`config.mk`:
```
export PLATFORM = sky130hd
export DESIGN_NAME = dhmt_ram
export DESIGN_NICKNAME = d
export VERILOG_FILES = /design/src/design/dhmt_ram.sv
export SDC_FILE = /design/constraint.sdc
export NUM_CORES = 1
export LEC_CHECK = 0
export BUFFER_PORTS_ARGS = -buffer_cell sky130_fd_sc_hd__buf_2
export CORE_ASPECT_RATIO = 0.9
export CORE_MARGIN = 2
export CORE_UTILIZATION = 30
export DETAILED_ROUTE_END_ITERATION = 10
export HOLD_SLACK_MARGIN = 0.03
export PLACE_DENSITY = 0.46
export SYNTH_ARGS = -nofsm -noshare
export SYNTH_HDL_FRONTEND = slang
export SYNTH_SLANG_ARGS = --single-unit
```
`constraint.sdc`:
```
create_clock -name clk -period 3.4 [get_ports clk]
set_input_delay 0.34 -clock clk [delete_from_list [all_inputs] [get_ports clk]]
set_output_delay 0.34 -clock clk [all_outputs]
set_load 0.05 [all_outputs]
```
`src/design/dhmt_ram.sv`:
```
module dhmt_ram #(
  parameter int WIDTH = 8,
  parameter int DEPTH = 16
) (
  input  logic                     clk,
  input  logic                     wr_en,
  input  logic [$clog2(DEPTH)-1:0] wr_addr,
  input  logic [WIDTH-1:0]         wr_data,
  input  logic                     rd_en,
  input  logic [$clog2(DEPTH)-1:0] rd_addr,
  output logic [WIDTH-1:0]         rd_data
);

  logic [WIDTH-1:0] mem [DEPTH];
  logic [WIDTH-1:0] rd_data_r;

  always_ff @(posedge clk) begin
    if (wr_en) begin
      mem[wr_addr] <= wr_data;
    end
    if (rd_en) begin
      rd_data_r <= mem[rd_addr];
    end
  end

  assign rd_data = rd_data_r;

endmodule

```
# --- Word level (Yosys, flattened, before mapping) ---
# Memories as Yosys holds them, arrays and structs flattened. A register that Yosys moved wholly into a read port is not among the register bits.
# Index checks and enable logic that the tools add are counted.
# W data, S select, Z words.
totals:
  n_memories: 1
  regBits: 0
  word_cells: 3
  in_bits: 19
  output_inout_bits: 8
  mem_bits_rw: 128
op_classes:
  muxes: 2
mem_list:
  columns: ["memory", "depth", "word_bits", "read_ports", "rd_clocked_by_memory_dff", "write_ports", "line", "source"]
  rows:
  - ["mem", 16, 8, 1, 1, 1, "14", "logic [WIDTH-1:0] mem [DEPTH];"]
ops:
  columns: ["cell", "n"]
  rows:
  - ["$mux W1", 2]

# --- Logic depth before layout (Yosys ltp) ---
# Gate-level depths: netlist of the first run.
logic_depth:
  depth_word: 2
  mapped_depth: 5
  ltp_nobuf: 3

# --- Worst setup path before layout of the first run ---
# No wires, ideal clock.
synth_timing:
  path_kind: "input to register"
  start: "input wr_addr[2]"
  end: "memory mem[0][0] (enable)"
  stages: 2
  required_ns: 3.017
  setup_time_ns: 0.383
  n_path_buf: 0
  slack_ns: 1.567
  t_arrival_ns: 1.450
  path_cell_list: "or3b_2 -> nor3_1"
synth_rtl:
  columns: ["element", "line", "source"]
  rows:
  - ["from (decl)", "7", "input logic [$clog2(DEPTH)-1:0] wr_addr,"]
  - ["to (decl)", "14", null]
# Straight into the memory's write port.

==> impl_metrics.csv, run 1 <==
group,metric,value,unit
timing,timing.final.hold_violations,0,
yosys,synth_largest_area_cell,"edfxtp_1",
global_route,antenna_found_initial,0,
yosys,syn_area,5230,um^2
final_layout,utilization,36.4,%
setup_path,cp.required,3.53,ns
route,num_vias,2388,
die,die_area,18500,um^2
clock_tree,cts_made_buffers,17,
setup_path,cpPeakStageDelay,0.51,ns
power,p_leak,2.01,nW
global_route,grt_pass1_vias,2618,
placement,dpl.cell_count,486,
clock_tree,cts_htree_levels,4,
clock_tree,clk_pin_slew,0.05,ns
timing,tightest_slew,1.04,ns
die,start_util,30.8,%
timing,setup_ws,1.66,ns
yosys,yosysTopAreaCellShare,78.1,%
timing,min_period_over_period,51.1,%
setup_path,cp_num_buf_inv,2,
final_layout,layout-drive-gt1-share,26.5,%
yosys,synthTopCellsByArea,"edfxtp_1 (78%), mux4_2 (7.8%), mux4_1 (7.0%), a22oi_1 (2.3%), nor2_1 (0.93%)",
route,vias_per_cell,4.61,
timing,fmax,0.576,GHz
setup_path,crit_slowest_cell,"mux4_2",
final_layout,num_antenna_cells,0,
placement,gp_congestion,0.704,
timing,rsz0062_at_grt,"no",
clock_tree,cts_tree,"done",
clock_tree,cts_max_path_buffers,2,
min_path,worstHoldPathType,"in -> reg",
global_route,grt_start_max_net_pins,33,
die,io_pins,27,
final_layout,fin_cells,518,
setup_path,critPathKind,"in -> reg",
die,core-area,16900,um^2
route,dr.pass1.iters,4,
power,power_per_cell_area,613,nW/um^2
yosys,synth.avg_cell_area,22.8,um^2
route,ant_nets,0,
timing,hold_slack,0.313,ns
timing,fin_setup_tns,0,ns
clock_tree,ctsResizeCount,0,
power,peakVddDrop,0.000333,V
yosys,syn_nets,248,
yosys,syn-instance-count,229,
setup_path,startpoint_type,"input pin",
final_layout,nets,289,
placement,io_buffers,26,
clock_tree,hold_buffers,0,
setup_path,worstPathMaxFanout,16,
setup_path,end_kind,"flip-flop",
timing,setup_viol,0,
die,die_x,143,um
clock_tree,root_buffer,"clkbuf_16",
power,fin_total_pwr,3.78,mW
route,drt_iter0_drc,239,
placement,dpl_worst_slack,1.23,ns
timing,slew-limit-headroom,30.7,%
final_layout,syn2layout_area_growth,18.0,%
run,max-cap-violations,0,
final_layout,design_area,6170,um^2
setup_path,cp_top_family,"buffers and inverters",
timing,fin_crit,1.74,ns
route,drc,0,
timing,maxSlewViolCount,0,
global_route,grt_use_total,12.8,%
final_layout,fillers,1576,
timing,skew,0.00462,ns
yosys,synth.ff_latch_count,136,
clock_tree,post_cts_buffers,0,
yosys,yosys_warnings,0,
route,drt-total-wl,10800,um
route,routedWlPerCell,20.8,um
clock_tree,clock-sinks,136,
die,rows,45,
yosys,synth.yosys.seq_area_share,78.1,%
global_route,overflow,0,
setup_path,crit_arrival,1.87,ns
setup_path,crit_chain,"buf_2, buf_12, mux4_2, a22oi_1, nand2_1",
clock_tree,clock_latency,0.41,ns
placement,place_area,5620,um^2
placement,hpwl,6920,um
status,status,"completed",
die,die_y,129,um
global_route,grt_pass1_wl,16500,um
yosys,ys_types,18,
path summary, 6_finish.rpt:
| path | startpoint | to | slack, ns | depth (start not counted) |
|---|---|---|---|---|
| worst max-delay path | rd_addr[0] | rd_data[4]$_DFFE_PP_ | 1.66 | 5 |
| worst min-delay path | rd_en | rd_data[5]$_DFFE_PP_ | 0.31 | 1 |
| worst max register to register | mem[7][4]$_DFFE_PP_ | rd_data[4]$_DFFE_PP_ | 1.86 | 3 |
| worst min register to register | mem[14][5]$_DFFE_PP_ | rd_data[5]$_DFFE_PP_ | 0.76 | 3 |
placed cells by master, fill, tap and decap left out, drive strengths merged:
cell type	instances
mux4	32
buf	32
nand2b	2
edfxtp	136
bufinv	2
clkbuf	19
nor3	4
clkinv	11
and2	1
or3b	1
nor2b	1
nand2	9
and2b	1
nor2	13
nand3	1
nand3b	2
a22oi	16
cells in the mapped netlist:
master	n
nand2b_1	2
nor2b_1	1
clkdlybuf4s25_2	3
buf_6	3
nand3_1	1
nor2_1	13
buf_4	1
nand3b_1	2
a22oi_1	16
and2_1	1
mux4_1	14
or3b_2	1
nand2_1	9
nor3_1	4
and2b_1	1
buf_2	3
edfxtp_1	136
mux4_2	18
layer usage:
metal	global-route usage (%)	part of all wire, %	vias to the layer above
met5	0	0	-
met4	3.15	0.18	0
met3	4.18	4.4	2
met2	19.6	47	55
met1	17.8	48	1262
li1	-	-	1069
registers in the layout, indices dropped and copies added, names as in the netlist:
register,count
mem,128
rd_data,8
report_power, final:
part / leakage, nW / switching, mW / internal, mW / total [mW]
clock network: 0.269 / 0.628 / 1.06 / 1.68
registers: 1.24 / 0.00943 / 1.89 / 1.90
logic: 0.509 / 0.128 / 0.0691 / 0.197
total: 2.01 / 0.766 / 3.02 / 3.78
worst reg2reg max path, cell delays in order (launching register included):
cell and delay [ns]:
edfxtp_1 0.36, mux4_2 0.49, a22oi_1 0.25, nand2_1 0.16
final cells by class:
class | instances | area (um^2) | area share (%)
Multi-Input combinational cell | 83 | 1060 | 17.1
Tap cell | 235 | 294 | 4.77
Sequential cell | 136 | 4080 | 66.2
Clock inverter | 13 | 111 | 1.81
Timing Repair Buffer | 32 | 188 | 3.04
Clock buffer | 19 | 433 | 7.02
cell families after synthesis:
family / after synthesis / synth area share, %
AOI/OAI and AO/OA: 16 / 2.30
buffers and inverters: 10 / 1.65
DFF: 136 / 78.1
muxes: 32 / 14.8
and+or+nand+nor: 35 / 3.14
Note: power is estimated with default switching activity, not from simulation.
==> run 2, diff against run 1 <==
--- a/config.mk
+++ b/config.mk
@@ -5,13 +5,14 @@
 export SDC_FILE = /design/constraint.sdc
 export NUM_CORES = 1
 export LEC_CHECK = 0
+export ABC_AREA = 1
 export BUFFER_PORTS_ARGS = -buffer_cell sky130_fd_sc_hd__buf_2
 export CORE_ASPECT_RATIO = 0.9
 export CORE_MARGIN = 2
 export CORE_UTILIZATION = 30
 export DETAILED_ROUTE_END_ITERATION = 10
 export HOLD_SLACK_MARGIN = 0.03
-export PLACE_DENSITY = 0.46
+export PLACE_DENSITY = 0.47
 export SYNTH_ARGS = -nofsm -noshare
 export SYNTH_HDL_FRONTEND = slang
 export SYNTH_SLANG_ARGS = --single-unit
==> constraint.sdc (replaced) <==
create_clock -name clk -period 1.45 [get_ports clk]
set_input_delay 0.145 -clock clk [delete_from_list [all_inputs] [get_ports clk]]
set_output_delay 0.145 -clock clk [all_outputs]
set_load 0.05 [all_outputs]
==> impl_metrics.csv, run 2 <==
group,metric,value,unit
status,status,"completed",
setup_path,endpoint,"rd_data[2]",
global_route,grt_use_total,15.2,%
final_layout,syn2layout_area_growth,17.4,%
clock_tree,clk_pin_slew,0.06,ns
setup_path,end_kind,"output pin",
clock_tree,cts_made_buffers,17,
route,drt-total-wl,14300,um
final_layout,layout_commonest_cell,"nand2_1",
die,core-area,19200,um^2
power,p_leak,2.91,nW
timing,tightest_slew,0.614,ns
yosys,synthTopCellsByArea,"edfxtp_1 (70%), nand2_1 (11%), nand3_1 (8.3%), inv_1 (6.4%), buf_6 (1.2%)",
die,io_pins,27,
clock_tree,cts_max_path_buffers,2,
clock_tree,cts_htree_levels,4,
yosys,yosys-top-cells-count,"nand2_1 (173), edfxtp_1 (136), inv_1 (100)",
global_route,grt_start_max_net_pins,44,
final_layout,design_area,6860,um^2
clock_tree,hold_buffers,0,
die,start_util,30.5,%
yosys,ys_types,11,
setup_path,startpoint_type,"flip-flop",
setup_path,worstPathMaxFanout,1,
timing,slew-limit-headroom,59.0,%
setup_path,r2r_start,"mem[1][3]$_DFFE_PP_",
route,num_vias,3783,
setup_path,cp_num_buf_inv,1,
power,power_per_cell_area,1290,nW/um^2
placement,io_buffers,26,
yosys,syn_area,5850,um^2
yosys,synth.ff_latch_count,136,
global_route,overflow,0,
route,drc,0,
setup_path,crit_slowest_cell,"edfxtp_1",
min_path,min_from,"rd_en",
timing,fin_setup_tns,0,ns
power,clock_power_share,42.4,%
die,die_area,20600,um^2
timing,min_period_over_period,83.3,%
yosys,yosysTopAreaCellShare,69.8,%
power,fin_total_pwr,8.83,mW
final_layout,nets,616,
yosys,syn-instance-count,551,
final_layout,utilization,35.8,%
power,p_comb_share,7.1,%
clock_tree,cts_tree,"done",
yosys,synth_largest_area_cell,"edfxtp_1",
final_layout,regMostFlops,"mem",
final_layout,fin_cells,860,
timing,fmax,0.828,GHz
timing,rsz0062_at_grt,"no",
setup_path,critPathKind,"reg -> out",
final_layout,fillers,1911,
placement,dpl_worst_slack,0.0220,ns
route,ant_nets,0,
power,peakVddDrop,0.000800,V
placement,hpwl,9250,um
power,p_sw,2.09,mW
setup_path,cp_top_family,"flip-flops",
clock_tree,clock_latency,0.42,ns
timing,timing.final.hold_violations,0,
yosys,synth_edf_count,136,
global_route,grt_pass1_vias,3712,
final_layout,layout_common_cells,"nand2_1 (173), edfxtp_1 (136), inv_1 (100), nand3_1 (97), buf_2 (26)",
run,max-cap-violations,0,
yosys,synthArstFlopShare,0,%
yosys,synth.avg_cell_area,10.6,um^2
final_layout,num_antenna_cells,0,
setup_path,reg2regPathDepth,6,
setup_path,cp.required,1.31,ns
die,die_x,151,um
power,p_seq_share,50.5,%
setup_path,crit_chain,"buf_2",
setup_path,crit_arrival,1.06,ns
setup_path,path_depth,1,
placement,gp_congestion,0.805,
min_path,worstHoldPathType,"in -> reg",
global_route,antenna_found_initial,0,
yosys,synthFlopType,"edfxtp_1",
placement,place_area,6350,um^2
die,die_y,136,um
clock_tree,post_cts_buffers,0,
timing,setup_viol,0,
route,routedWlPerCell,16.7,um
power,p_int,6.74,mW
final_layout,largest_reg_flops,128,
yosys,synth.most_common_cell,"nand2_1",
route,drt_iter0_drc,351,
setup_path,cpPeakStageDelay,0.41,ns
yosys,synth.yosys.seq_area_share,69.8,%
clock_tree,root_buffer,"clkbuf_16",
timing,fin_crit,1.21,ns
timing,setup_ws,0.242,ns
global_route,grt_pass1_wl,22300,um
placement,dpl.cell_count,828,
setup_path,r2r_end,"rd_data[3]$_DFFE_PP_",
clock_tree,ctsResizeCount,0,
timing,hold_slack,0.0956,ns
yosys,yosys_warnings,0,
route,dr.pass1.iters,5,
final_layout,layout-drive-gt1-share,13.3,%
timing,maxSlewViolCount,0,
power,p_sw_share,23.7,%
timing,skew,0.00770,ns
route,vias_per_cell,4.40,
setup_path,setup.worst_path.start,"rd_data[2]$_DFFE_PP_",
yosys,syn_nets,570,
clock_tree,clock-sinks,136,
die,rows,48,
setup_path,rrSetupSlack,0.30,ns
[run 2: worst min path at each step]
stage,end,slack [ns],cells past startpoint
after CTS,rd_data[0]$_DFFE_PP_,0.08,1
after global routing,rd_data[5]$_DFFE_PP_,0.09,1
final,rd_data[5]$_DFFE_PP_,0.1,1
after detailed placement,rd_data[0]$_DFFE_PP_,0.52,1
after floorplan,mem[0][0]$_DFFE_PP_,0.24,0
after global placement,rd_data[0]$_DFFE_PP_,0.52,1
[run 2: kinds of logic (layout without fill, tap and decap cells)]
kind of cell,Yosys count,after routing,share of synthesized area [%]
simple gates,289,289,20.8
flops,136,136,69.8
buf+inv,126,185,9.39
[run 2: power groups by stage]
stage	sequential [mW]	clock [mW]	combinational [mW]
finish	4.46	3.74	0.629
CTS	4.46	3.80	0.637
global placement	4.54	0	0.632
detailed placement	4.54	0	0.635
floorplan	4.60	0	0.310
global route	4.46	3.99	0.700
[run 2: cell type report]
class / count / area [um^2] / share of cell area [%]
inverter: 102 / 383 / 5.58
clock inverter: 15 / 88.8 / 1.29
clock buffer: 17 / 425 / 6.20
tap: 250 / 313 / 4.56
multi-input combinational: 289 / 1210 / 17.7
timing repair buffer: 51 / 355 / 5.18
sequential: 136 / 4080 / 59.5
[run 2: metal layers]
metal	up-vias	track usage, %	part of all wire [%]
li1	1878	-	-
met1	1806	22.4	50
met2	87	22.2	44
met3	12	3.09	4.5
met4	0	4.98	1.2
met5	-	0	0
