<file path="config.mk">
export PLATFORM = sky130hd
export DESIGN_NAME = dhmt_hash
export DESIGN_NICKNAME = d
export VERILOG_FILES = /design/src/design/dhmt_pkg.sv /design/src/design/dhmt_hash.sv
export SDC_FILE = /design/constraint.sdc
export NUM_CORES = 1
export LEC_CHECK = 0
export ABC_AREA = 1
export ABC_CLOCK_PERIOD_IN_PS = 10700
export BUFFER_PORTS_ARGS = -buffer_cell sky130_fd_sc_hd__buf_4
export CAP_MARGIN = 15
export CORE_UTILIZATION = 55
export CTS_CLUSTER_DIAMETER = 100
export DETAILED_ROUTE_END_ITERATION = 8
export MAX_ROUTING_LAYER = met4
export PLACE_DENSITY = 0.72
export SETUP_SLACK_MARGIN = 0.15
export SLEW_MARGIN = 25
export SYNTH_ARGS = -nofsm -noshare
export SYNTH_HDL_FRONTEND = slang
export SYNTH_SLANG_ARGS = --single-unit
</file>
<file path="constraint.sdc">
create_clock -name clk -period 10.7 [get_ports clk]
set_input_delay 0.535 -clock clk [delete_from_list [all_inputs] [get_ports clk]]
set_output_delay 0.535 -clock clk [all_outputs]
set_load 0.02 [all_outputs]
</file>
<file path="src/design/dhmt_pkg.sv">
package dhmt_pkg;

  localparam int TABLE_SLOTS_DEF = 1021;
  localparam int ELEM_W          = 32;
  localparam int OPC_W           = 2;
  localparam int OCC_W           = 10;
  localparam int OUT_W           = 24;

  typedef enum logic [OPC_W-1:0] {
    OP_INSERT = 2'd0,
    OP_REMOVE = 2'd1,
    OP_SEARCH = 2'd2,
    OP_COUNT  = 2'd3
  } op_t;

  typedef enum logic [2:0] {
    S_CLEAR,
    S_IDLE,
    S_HASH,
    S_PROBE,
    S_DONE
  } state_t;

endpackage

</file>
<file path="src/design/dhmt_hash.sv">
// Probe hash: |e| mod N and |e| mod (N-1) side by side, by reciprocal
// multiplication. For a divisor d, q = floor(a * floor(2^S / d) / 2^S) with
// S = 32 + clog2(d) is at most one below a / d, so a - q * d lies in [0, 2d)
// and one compare and subtract finishes it. Four register stages; done rises with the
// registered remainders, start passing through v1_r, v2_r and v3_r to done_r.
module dhmt_hash #(
  parameter int TABLE_SLOTS = dhmt_pkg::TABLE_SLOTS_DEF
) (
  input  logic                           clk,
  input  logic                           rst_n,
  input  logic                           start,
  input  logic [dhmt_pkg::ELEM_W-1:0]    element,
  output logic                           done,
  output logic [$clog2(TABLE_SLOTS)-1:0] pos,
  output logic [$clog2(TABLE_SLOTS)-1:0] stride
);

  localparam int EW   = dhmt_pkg::ELEM_W;
  localparam int IW   = $clog2(TABLE_SLOTS);
  localparam int JW   = $clog2(TABLE_SLOTS - 1);
  localparam int SH_A = EW + IW;
  localparam int SH_B = EW + JW;
  localparam int RCW  = EW + 1;              // reciprocal width
  localparam int PW   = EW + RCW;            // product width
  localparam int QA   = PW - SH_A;
  localparam int QB   = PW - SH_B;
  localparam logic [RCW-1:0] RCP_A = RCW'((64'd1 << SH_A) / 64'(TABLE_SLOTS));
  localparam logic [RCW-1:0] RCP_B = RCW'((64'd1 << SH_B) / 64'(TABLE_SLOTS - 1));
  localparam logic [EW-1:0]  DIV_A = EW'(TABLE_SLOTS);
  localparam logic [EW-1:0]  DIV_B = EW'(TABLE_SLOTS - 1);
  localparam logic [IW:0]    MOD_A = (IW+1)'(TABLE_SLOTS);
  localparam logic [JW:0]    MOD_B = (JW+1)'(TABLE_SLOTS - 1);

  logic            v1_r, v2_r, v3_r, done_r;
  logic [EW-1:0]   mag_r, mag_nxt;
  logic [PW-1:0]   prod_a, prod_b;
  logic [QA-1:0]   quo_a_r, quo_a_nxt;
  logic [QB-1:0]   quo_b_r, quo_b_nxt;
  logic [EW-1:0]   diff_a, diff_b;
  logic [IW:0]     part_a_r, part_a_nxt;
  logic [JW:0]     part_b_r, part_b_nxt;
  logic [IW-1:0]   rem_a_r, rem_a_nxt;
  logic [JW-1:0]   rem_b_r, rem_b_nxt;

  // magnitude as unsigned; the most negative value maps to 2^31
  assign mag_nxt    = element[EW-1] ? (~element + 1'b1) : element;

  // quotient estimate, low by at most one
  assign prod_a     = PW'(mag_r) * PW'(RCP_A);
  assign prod_b     = PW'(mag_r) * PW'(RCP_B);
  assign quo_a_nxt  = prod_a[PW-1:SH_A];
  assign quo_b_nxt  = prod_b[PW-1:SH_B];

  // partial remainder below 2d
  assign diff_a     = mag_r - EW'(quo_a_r) * DIV_A;
  assign diff_b     = mag_r - EW'(quo_b_r) * DIV_B;
  assign part_a_nxt = diff_a[IW:0];
  assign part_b_nxt = diff_b[JW:0];

  assign rem_a_nxt  = (part_a_r >= MOD_A) ? IW'(part_a_r - MOD_A) : part_a_r[IW-1:0];
  assign rem_b_nxt  = (part_b_r >= MOD_B) ? JW'(part_b_r - MOD_B) : part_b_r[JW-1:0];

  always_ff @(posedge clk) begin
    if (!rst_n) begin
      v1_r   <= 1'b0;
      v2_r   <= 1'b0;
      v3_r   <= 1'b0;
      done_r <= 1'b0;
    end else begin
      v1_r   <= start;
      v2_r   <= v1_r;
      v3_r   <= v2_r;
      done_r <= v3_r;
    end
    if (start) begin
      mag_r <= mag_nxt;
    end
    quo_a_r  <= quo_a_nxt;
    quo_b_r  <= quo_b_nxt;
    part_a_r <= part_a_nxt;
    part_b_r <= part_b_nxt;
    rem_a_r  <= rem_a_nxt;
    rem_b_r  <= rem_b_nxt;
  end

  assign done   = done_r;
  assign pos    = rem_a_r;
  assign stride = IW'(rem_b_r) + IW'(1);

  a_pos_range: assert property (@(posedge clk) disable iff (!rst_n)
    done_r |-> ({1'b0, rem_a_r} < MOD_A) && ({1'b0, rem_b_r} < MOD_B))
    else $error("remainder not reduced");

  a_part_range: assert property (@(posedge clk) disable iff (!rst_n)
    v3_r |-> ({1'b0, part_a_r} < {MOD_A, 1'b0}) && ({1'b0, part_b_r} < {MOD_B, 1'b0}))
    else $error("quotient estimate off by more than one");

  a_done_latency: assert property (@(posedge clk) disable iff (!rst_n)
    start |-> ##4 done_r)
    else $error("missing done after start");

  a_done_pulse: assert property (@(posedge clk) disable iff (!rst_n)
    done_r |=> !done_r)
    else $error("done held past one cycle");

endmodule

</file>
# --- After elaboration in Yosys (flattened, before gate mapping) ---
# Cells that the tools add are included.
totals:
  reg_bits: 124
  word_cells: 28
  out_inout_bits: 21
  inputBits: 35
op_classes:
  addsub: 6
  bitwise_logic: 1
  order_cmp: 2
  muxes: 3
  mul: 4
op_table:
  columns: ["op", "n"]
  rows:
  - ["$mul A32 B33 Y65 const B", 1]
  - ["$mul A32 B31 Y63 const B", 1]
  - ["$add A32 B1 Y32 const B", 1]
  - ["$not A32 Y32", 1]
  - ["$mux W31", 1]
  - ["$mul A23 B10 Y11 const B", 1]
  - ["$mul A23 B8 Y9 const B", 1]
  - ["$ge A11 B10 Y1 const B", 2]
  - ["$sub A11 B11 Y11", 2]
  - ["$mux W10", 2]
  - ["$sub A10 B10 Y10 const B", 2]
  - ["$add A10 B1 Y10 const B", 1]

# --- Longest topological paths before layout ---
# Gate-level depths: netlist of run 1.
logic_depth:
  word_depth: 3
  depth_mapped: 24
  depth_no_buf: 24

# --- Worst setup path before layout of run 1 ---
# Ideal clock, no wire load.
synth_path:
  path_kind: "register -> register"
  from: "reg mag_r[9]"
  to: "reg quo_a_r[4]"
  path_slack_ns: 5.386
  period_less_slack_ns: 5.314
  setup_time_ns: 0.113
  path_stages_with_launch: 22
  t_required_ns: 10.587
  t_arrival_ns: 5.202
  n_path_buf: 0
  path_cell_list: "edfxtp_1 > ha_1 > ha_1 > ha_1 > fa_1 > inv_1 > fa_1 > inv_1 > fa_1 > fa_1 > inv_1 > fa_1 > inv_1 > ha_1 > nand2_1 > nor2_1 > and2_1 > nand2_1 > nor3_1 > o21ai_0 > nand4_1 > nand2_1"
synth_via:
  elab_chain_len: 1
synth_rtl:
  columns: ["element", "line", "rtl"]
  rows:
  - ["from (decl)", "dhmt_hash.sv:35", "logic [EW-1:0] mag_r, mag_nxt;"]
  - ["from (signal assigned)", "dhmt_hash.sv:76", "mag_r <= mag_nxt;"]
  - ["$mul A32 B31 Y63", "dhmt_hash.sv:49", "assign prod_a = PW'(mag_r) * PW'(RCP_A);"]
  - ["net prod_a[46]", "dhmt_hash.sv:36", "logic [PW-1:0] prod_a, prod_b;"]
  - ["to (signal assigned)", "dhmt_hash.sv:78", "quo_a_r <= quo_a_nxt;"]
  - ["to (decl)", "dhmt_hash.sv:37", "logic [QA-1:0] quo_a_r, quo_a_nxt;"]
# The timed path passes the listed nets, and every way through them passes these cells.
# A chain may end at the register's enable or synchronous reset.

# --- Worst setup path in the final report of run 1 ---
layout_path:
  from: "reg mag_r[9]"
  to: "reg quo_a_r[10]"
# The elaborated chain is that of the path after synthesis.

==> results of run 1 <==
-- metrics by stage --
step | instance area, sq um | hold slack [ns] | util (%) | instances
floorplan | 22180 | 0.3314 | - | 2720
global placement | 23300 | 0.3337 | 58.65 | 3306
detailed placement | 23300 | 0.3376 | 58.65 | 3306
CTS | 23600 | 0.3279 | 59.40 | 3322
global route | 23600 | 0.3426 | 59.40 | 3322
finish | 23600 | 0.3463 | 59.40 | 3322
-- layout make-up --
class / instances / area [sq um]
Inverter: 726 / 2725
Clock inverter: 6 / 70.07
Sequential cell: 98 / 2282
Tap cell: 525 / 656.9
Clock buffer: 10 / 229.0
Timing Repair Buffer: 64 / 480.5
Fill cell: 3582 / 16130
Multi-Input combinational cell: 1893 / 17160
-- state kept, by name, indices dropped and copies added, names as in the netlist, 9 cells and up --
register  count
pos          10
rem_b_r      10
quo_b_r       9
part_b_r     11
quo_a_r      11
part_a_r     11
mag_r        32
-- logic make-up (layout without fill, tap and decap cells) --
kind of cell / count (synthesis) / after routing / synth area share (%)
AOI/OAI and AO/OA: 258 / 258 / 6.511
adders and majority gates: 784 / 784 / 52.46
muxes: 1 / 1 / 0.04514
xor gates and xnor gates: 97 / 97 / 3.831
and+or+nand+nor: 753 / 753 / 14.52
DFF: 98 / 98 / 10.29
buffers and inverters: 729 / 806 / 12.34
-- cells in the mapped netlist --
library cell,count
sky130_fd_sc_hd__nand2_4,2
sky130_fd_sc_hd__nor2_1,158
sky130_fd_sc_hd__nand3_1,93
sky130_fd_sc_hd__nand4_1,37
sky130_fd_sc_hd__nor2_4,1
sky130_fd_sc_hd__fa_1,243
sky130_fd_sc_hd__a211oi_1,1
sky130_fd_sc_hd__xor2_1,61
sky130_fd_sc_hd__nand4_2,2
sky130_fd_sc_hd__nand3b_1,4
sky130_fd_sc_hd__a31oi_1,6
sky130_fd_sc_hd__o2111ai_2,1
sky130_fd_sc_hd__edfxtp_1,32
sky130_fd_sc_hd__xnor2_1,36
sky130_fd_sc_hd__or2_1,2
sky130_fd_sc_hd__o21ai_2,2
sky130_fd_sc_hd__o211ai_1,2
sky130_fd_sc_hd__o31ai_1,3
sky130_fd_sc_hd__o21ai_0,74
sky130_fd_sc_hd__nand2_1,401
sky130_fd_sc_hd__dfxtp_1,66
sky130_fd_sc_hd__nor3_2,2
sky130_fd_sc_hd__o21bai_1,13
sky130_fd_sc_hd__and2_1,2
sky130_fd_sc_hd__a21boi_0,5
sky130_fd_sc_hd__inv_1,726
sky130_fd_sc_hd__a21o_1,18
sky130_fd_sc_hd__nor3_1,24
sky130_fd_sc_hd__o21ai_1,4
sky130_fd_sc_hd__and3_1,3
sky130_fd_sc_hd__a21oi_1,120
sky130_fd_sc_hd__clkbuf_1,2
sky130_fd_sc_hd__nor4_2,2
sky130_fd_sc_hd__or2_2,4
sky130_fd_sc_hd__buf_1,1
sky130_fd_sc_hd__nand2_2,3
sky130_fd_sc_hd__nor2_2,3
sky130_fd_sc_hd__ha_1,541
sky130_fd_sc_hd__o21a_1,9
sky130_fd_sc_hd__nor3b_1,1
sky130_fd_sc_hd__mux2i_1,1
sky130_fd_sc_hd__nor4_1,9
-- how the worst max path moves through the flow --
stage	cells past startpoint	slack, ns	end	startpoint
2_1_floorplan	21	5.39	quo_a_r[4]	mag_r[9]
3_3_place_gp	21	4.70	quo_a_r[10]	mag_r[9]
3_5_place_dp	21	4.57	quo_a_r[10]	mag_r[9]
4_1_cts	21	4.58	quo_a_r[10]	mag_r[9]
5_1_grt	22	4.22	quo_a_r[4]	mag_r[9]
6_report	21	4.57	quo_a_r[10]	mag_r[9]
-- per-layer routing --
layer / global-route usage, % / part of all wire [%]
met1: 37.94 / 46
met2: 46.94 / 45
met3: 5.923 / 5.8
met4: 9.694 / 3.2
met5: - / 0
-- critical path: stages (launching register included) --
cell and delay [ns]:
sky130_fd_sc_hd__edfxtp_1 1.00, sky130_fd_sc_hd__ha_1 0.38, sky130_fd_sc_hd__ha_1 0.30, sky130_fd_sc_hd__ha_1 0.22, sky130_fd_sc_hd__fa_1 0.53, sky130_fd_sc_hd__inv_1 0.05
sky130_fd_sc_hd__fa_1 0.48, sky130_fd_sc_hd__inv_1 0.06, sky130_fd_sc_hd__fa_1 0.50, sky130_fd_sc_hd__fa_1 0.54, sky130_fd_sc_hd__inv_1 0.05, sky130_fd_sc_hd__fa_1 0.52
sky130_fd_sc_hd__inv_1 0.04, sky130_fd_sc_hd__ha_1 0.33, sky130_fd_sc_hd__a21oi_1 0.25, sky130_fd_sc_hd__o21ai_0 0.17, sky130_fd_sc_hd__a21oi_1 0.21, sky130_fd_sc_hd__o21ai_0 0.14
sky130_fd_sc_hd__nand2_1 0.10, sky130_fd_sc_hd__nand3_1 0.08, sky130_fd_sc_hd__nand2_1 0.07, sky130_fd_sc_hd__nand2_1 0.05
==> results.md, run 1 <==
- Result of the run: finished clean
- Flops & latches, synth: between 90 and 100
- Warning count from the yosys run: 0
- Worst EP arrival: roughly 6.4 ns
- Count of inserted antenna diode cells: 0
- Die outline height: between 200 and 250 microns
- Global router's overall resource usage: 29.65%
- Most used cells in the layout excluding fill and tap cells: 726 x sky130_fd_sc_hd__inv_1, 541 x sky130_fd_sc_hd__ha_1, 401 x sky130_fd_sc_hd__nand2_1, 243 x sky130_fd_sc_hd__fa_1, 158 x sky130_fd_sc_hd__nor2_1
- Via-to-Cell Ratio: 5.268
- Largest cells by area after synthesis: sky130_fd_sc_hd__ha_1 31%, sky130_fd_sc_hd__fa_1 22%, sky130_fd_sc_hd__inv_1 12%, sky130_fd_sc_hd__nand2_1 6.8%, sky130_fd_sc_hd__dfxtp_1 6.0%
- Layout Skew: ~0.014 ns
- Classification of the worst setup path: flip-flop to flip-flop
- Die Footprint: 41130 sq um
- Avg Inst Size Synth: 8.153 sq um
- Synthesized net count: roughly 3500
- Portion of the clock cycle consumed by the worst path in the final layout: a little under three fifths
- Via count: between 15000 and 20000
- Portion of the post-synthesis area used by sequential elements: roughly a tenth
- Worst min-delay path category: input pin to flip-flop
- DRC violation total after the first TritonRoute iteration: roughly 860
- Final-report hold violation count: 0
- Starting density of the core: around 56%
- Post-synth top area share: 30.53%
- Pre-CTS worst setup slack: 4.574 ns
- Clock Tree Buf Depth: 2
- Reg-to-reg slack, setup: 4.57 ns
- Die Wd: 202.8 microns
- Clock slew at reported path FFs: ~0.080 ns
- 1st-pass router iterations: 7
- Post-layout minimum cycle time: approximately 6.1 ns
- Origin of the worst min-delay path: element[0]
- Kind of capture point of the worst setup path: flip-flop
- Worst Hold End: mag_r[0]
- Worst R2R End: quo_a_r[10]
- Total number of placement rows: between 70 and 80
- Worst slew margin relative to its limit: between 30% and 40%
- Final setup violation count: 0
- Worst EP required: ~11 ns
- RSZ-0062 raised after global routing: false
- Gr ovfl total: 0
- Root Driver: sky130_fd_sc_hd__clkbuf_16
- RePlAce Congestion: a little under 1
- Maximum fanout count along the critical path: 13
- Launch point of the worst reg-to-reg path: mag_r[9]
- Largest net degree at the start of global routing: 34
- Area growth from synthesis to layout: 6.427%
- Area inside the core boundary: about 40000 sq um
- Cell count of the worst hold path: 1
- Via count of the first global-routing pass: between 15000 and 20000
- Maximum clock rate: roughly 0.16 GHz
- DRC violation count after routing: 0
- Post-cts repair resize count: 0
- Hold_buf cts: 0
- Transition time at the pin with the least slew margin: a little under 1 ns
- Synth cell types: 42
- CTS Sinks: a little under 100
- Port-buffer cells: 55
- Skew-Pair Late Insertion Delay: about 0.4 ns
- Area leader, netlist: sky130_fd_sc_hd__ha_1
- Detailed-route wire length: 56610 microns
- Number of pins exceeding their max-slew limit in the final report: 0
- ANT nets after route: 0
- Num ports: 56
- Antenna violations before repair: 0
- First-pass GRT wire length: between 90000 and 100000 microns
- CTS buffer count: 9
- H-tree level count: 3
- Total negative setup slack: 0 ns
- Number of nets in the layout: between 3000 and 4000
- Launching element type of the critical path: flip-flop
- Placed wire-length estimate: 49410 microns
- Share of final-layout standard cells stronger than drive strength 1: around 3.6%
- Most common cell after layout, fill and taps aside: sky130_fd_sc_hd__inv_1
- Number of violations of the max-capacitance limit: 0
- Final setup margin: between 4 and 5 ns
- Cell count of the worst reg-to-reg path: 21
- CTS tree: done
- Wire length per cell after detailed routing: 17.04 microns
- Number of instances in the synthesized netlist: 2720
- Post CTS Setup Buffer Count: 0
- Post-synth design cell area: around 22000 sq um
Power of run 1 is not shown: default switching activity piles up to over one toggle a cycle in this logic, so the estimate is an artifact.
==> inputs of run 2 (changes only) <==
ABC_CLOCK_PERIOD_IN_PS = 5080   (was 10700)
PLACE_DENSITY = 0.74   (was 0.72)
clock period = 5.08 ns   (was 10.7 ns; I/O delays follow)
==> results.md, run 2 (synthesis results as in run 1) <==
- Global router's overall resource usage: 31.03% (+1.4 points)
- Result of the run: finished with violations
- Maximum fanout count along the critical path: 4 (-9)
- Total area of sequential cells: 2282 sq um (unchanged)
- Via count of the first global-routing pass: 19067 (+6.7%)
- Count of inserted antenna diode cells: 0 (unchanged)
- ANT nets after route: 0 (unchanged)
- Transition time at the pin with the least slew margin: 0.5267 ns (-0.4537 ns)
- Launching element type of the critical path: flip-flop
- Worst EP required: 5.38 ns (-5.62 ns)
- CTS buffer count: 9 (unchanged)
- Max reg flops: 32 (unchanged)
- Portion of the clock cycle consumed by the worst path in the final layout: 102.5% (+45 points)
- Final hold slack: 0.07329 ns (-0.2730 ns)
- Post-layout minimum cycle time: 5.207 ns (-0.9258 ns)
- Cell seen most often among critical-path stages: sky130_fd_sc_hd__fa_1
- Detailed-route wire length: 60230 microns (+6.4%)
- Crit path cell chain: buf_4, ha_4, ha_1, ha_2, inv_2, fa_1, inv_1, fa_1, fa_2, fa_1, inv_2, fa_1, inv_2, ha_4, nand2_4, nor2_4, nand3_1, nor3_2, nand2_1, nand4_1, nand2_1
- CTS tree: done
- RSZ-0062 raised after global routing: true
- Standard cell with the maximum stage delay on the critical path: sky130_fd_sc_hd__fa_1
- 1st-pass router iterations: 6 (-1)
- Met2 track demand over resource in global routing: 50.81% (+3.9 points)
- Most used cells in the layout excluding fill and tap cells: 697 x sky130_fd_sc_hd__inv_1, 491 x sky130_fd_sc_hd__ha_1, 375 x sky130_fd_sc_hd__nand2_1, 235 x sky130_fd_sc_hd__fa_1, 213 x sky130_fd_sc_hd__buf_4
- Via-to-Cell Ratio: 5.276 (+0.15%)
- Root Driver: sky130_fd_sc_hd__clkbuf_16
- First-pass GRT wire length: 95610 microns (+4.8%)
- Footprint of the multi-input gates: 18380 sq um (+7.2%)
- Met3 Resource Use GR: 5.152% (-0.77 points)
- Layout Skew: 0.02560 ns (+0.01154 ns)
- DRC violation total after the first TritonRoute iteration: 906 (+5.6%)
- Die outline height: 202.8 microns (unchanged)
- Final setup margin: -0.1267 ns (-4.694 ns)
- Final setup violation count: 11 (+11)
- Die Wd: 202.8 microns (unchanged)
- Number of nets in the layout: 3771 (+4.4%)
- Pre-CTS worst setup slack: -0.3313 ns (-4.905 ns)
- Die Footprint: 41130 sq um (unchanged)
- Via count: 18366 (+4.9%)
- Clock Tree Buf Depth: 2 (unchanged)
- DRC violation count after routing: 0 (unchanged)
- Starting density of the core: 55.81% (unchanged)
- Number of pins exceeding their max-slew limit in the final report: 0 (unchanged)
- Worst min-delay path category: input pin to flip-flop
- Placed wire-length estimate: 52530 microns (+6.3%)
- Crit path largest cell delay: 0.57 ns (-0.43 ns)
- Antenna violations before repair: 0 (unchanged)
- H-tree level count: 3 (unchanged)
- Num ports: 56 (unchanged)
- Clock slew at reported path FFs: 0.08 ns (about the same)
- Wire length per cell after detailed routing: 17.30 microns (+1.5%)
- Busiest grt layer: met2
- Layout fillers: 3239 (-9.6%)
- Final-report hold violation count: 0 (unchanged)
- Number of violations of the max-capacitance limit: 0 (unchanged)
- Area growth from synthesis to layout: 17.49%
- Largest register by flop count: mag_r
- Largest net degree at the start of global routing: 34 (unchanged)
- Gr ovfl total: 0 (unchanged)
- Met1 usage: 38.96% (+1.0 points)
- Worst EP arrival: 5.51 ns (-0.92 ns)
- Port-buffer cells: 55 (unchanged)
- Worst slew margin relative to its limit: 64.52% (+30 points)
- Classification of the worst setup path: flip-flop to flip-flop
- Area inside the core boundary: 39730 sq um (unchanged)
- Kind of capture point of the worst setup path: flip-flop
- Most common cell after layout, fill and taps aside: sky130_fd_sc_hd__inv_1
- Maximum clock rate: 0.1921 GHz (+18%)
- Skew-Pair Late Insertion Delay: 0.41 ns (about the same)
- RePlAce Congestion: 0.9587 (-1.2%)
- Total number of placement rows: 73 (unchanged)
- Failing checks: negative setup slack
- Share of final-layout standard cells stronger than drive strength 1: 15.97% (+12 points)
- CTS Sinks: 98 (unchanged)
- Hold_buf cts: 0 (unchanged)
==> run 2: cell count changes in the layout (fill, tap and decap cells not counted), moves of 28 or more <==
cell,before,now
sky130_fd_sc_hd__a21oi_1,120,85
sky130_fd_sc_hd__buf_4,64,213
sky130_fd_sc_hd__ha_1,541,491
sky130_fd_sc_hd__ha_4,0,44
sky130_fd_sc_hd__inv_1,726,697
sky130_fd_sc_hd__inv_2,0,28
sky130_fd_sc_hd__nor2_1,158,124
==> run 2: what timing repair did <==
| item | in CTS | in global routing |
|---|---|---|
| setup buffers | 11 | 16 |
| pin swaps | 20 | 61 |
| hold endpoints to repair | 0 | 0 |
| setup endpoints to repair | 11 | 18 |
| resized for setup | 68 | 131 |
==> run 2: worst paths after layout <==
kind | startpoint | endpoint | slack [ns] | cells past startpoint
worst min-delay path | element[0] | mag_r[0] | 0.07 | 1
worst min register to register | part_b_r[1] | rem_b_r[1] | 0.35 | 0
worst max register to register | mag_r[10] | quo_a_r[8] | -0.13 | 21
worst max-delay path | mag_r[10] | quo_a_r[8] | -0.13 | 21
==> run 2: routing by layer <==
layer | vias to the layer above | wire length, microns
met5 | - | 0
met4 | 0 | 2017
met3 | 101 | 3186
met2 | 433 | 28310
met1 | 8806 | 26720
li1 | 9026 | -
==> run 2: worst max-delay path: cells and delay by family (launching register included) <==
family                     cells  cell delay, ns
adders and majority gates      9            3.45
and+or+nand+nor                7            0.80
DFF                            1            0.48
buffers and inverters          5            0.39
==> run 2: area by class of cell <==
class,count,area share [%]
clock buffer,11,0.9317
clock inverter,4,0.1393
inverter,726,10.47
multi-input combinational,1893,70.56
sequential,98,8.760
tap,525,2.521
timing repair buffer,224,6.613
==> run 2: per-stage QoR <==
| stage | setup TNS [ns] | instance area, sq um | utilization (%) | std cells |
|---|---|---|---|---|
| 6_report | -0.7929 | 26050 | 65.57 | 3481 |
| 5_1_grt | -3.058 | 26050 | 65.57 | 3481 |
| 4_1_cts | -0.8760 | 25360 | 63.82 | 3465 |
| 3_5_place_dp | -2.587 | 24720 | 62.21 | 3439 |
| 3_3_place_gp | -2.079 | 24720 | 62.21 | 3439 |
| 2_1_floorplan | 0 | 22590 | - | 2720 |
Power of run 2 is left out for the same reason.
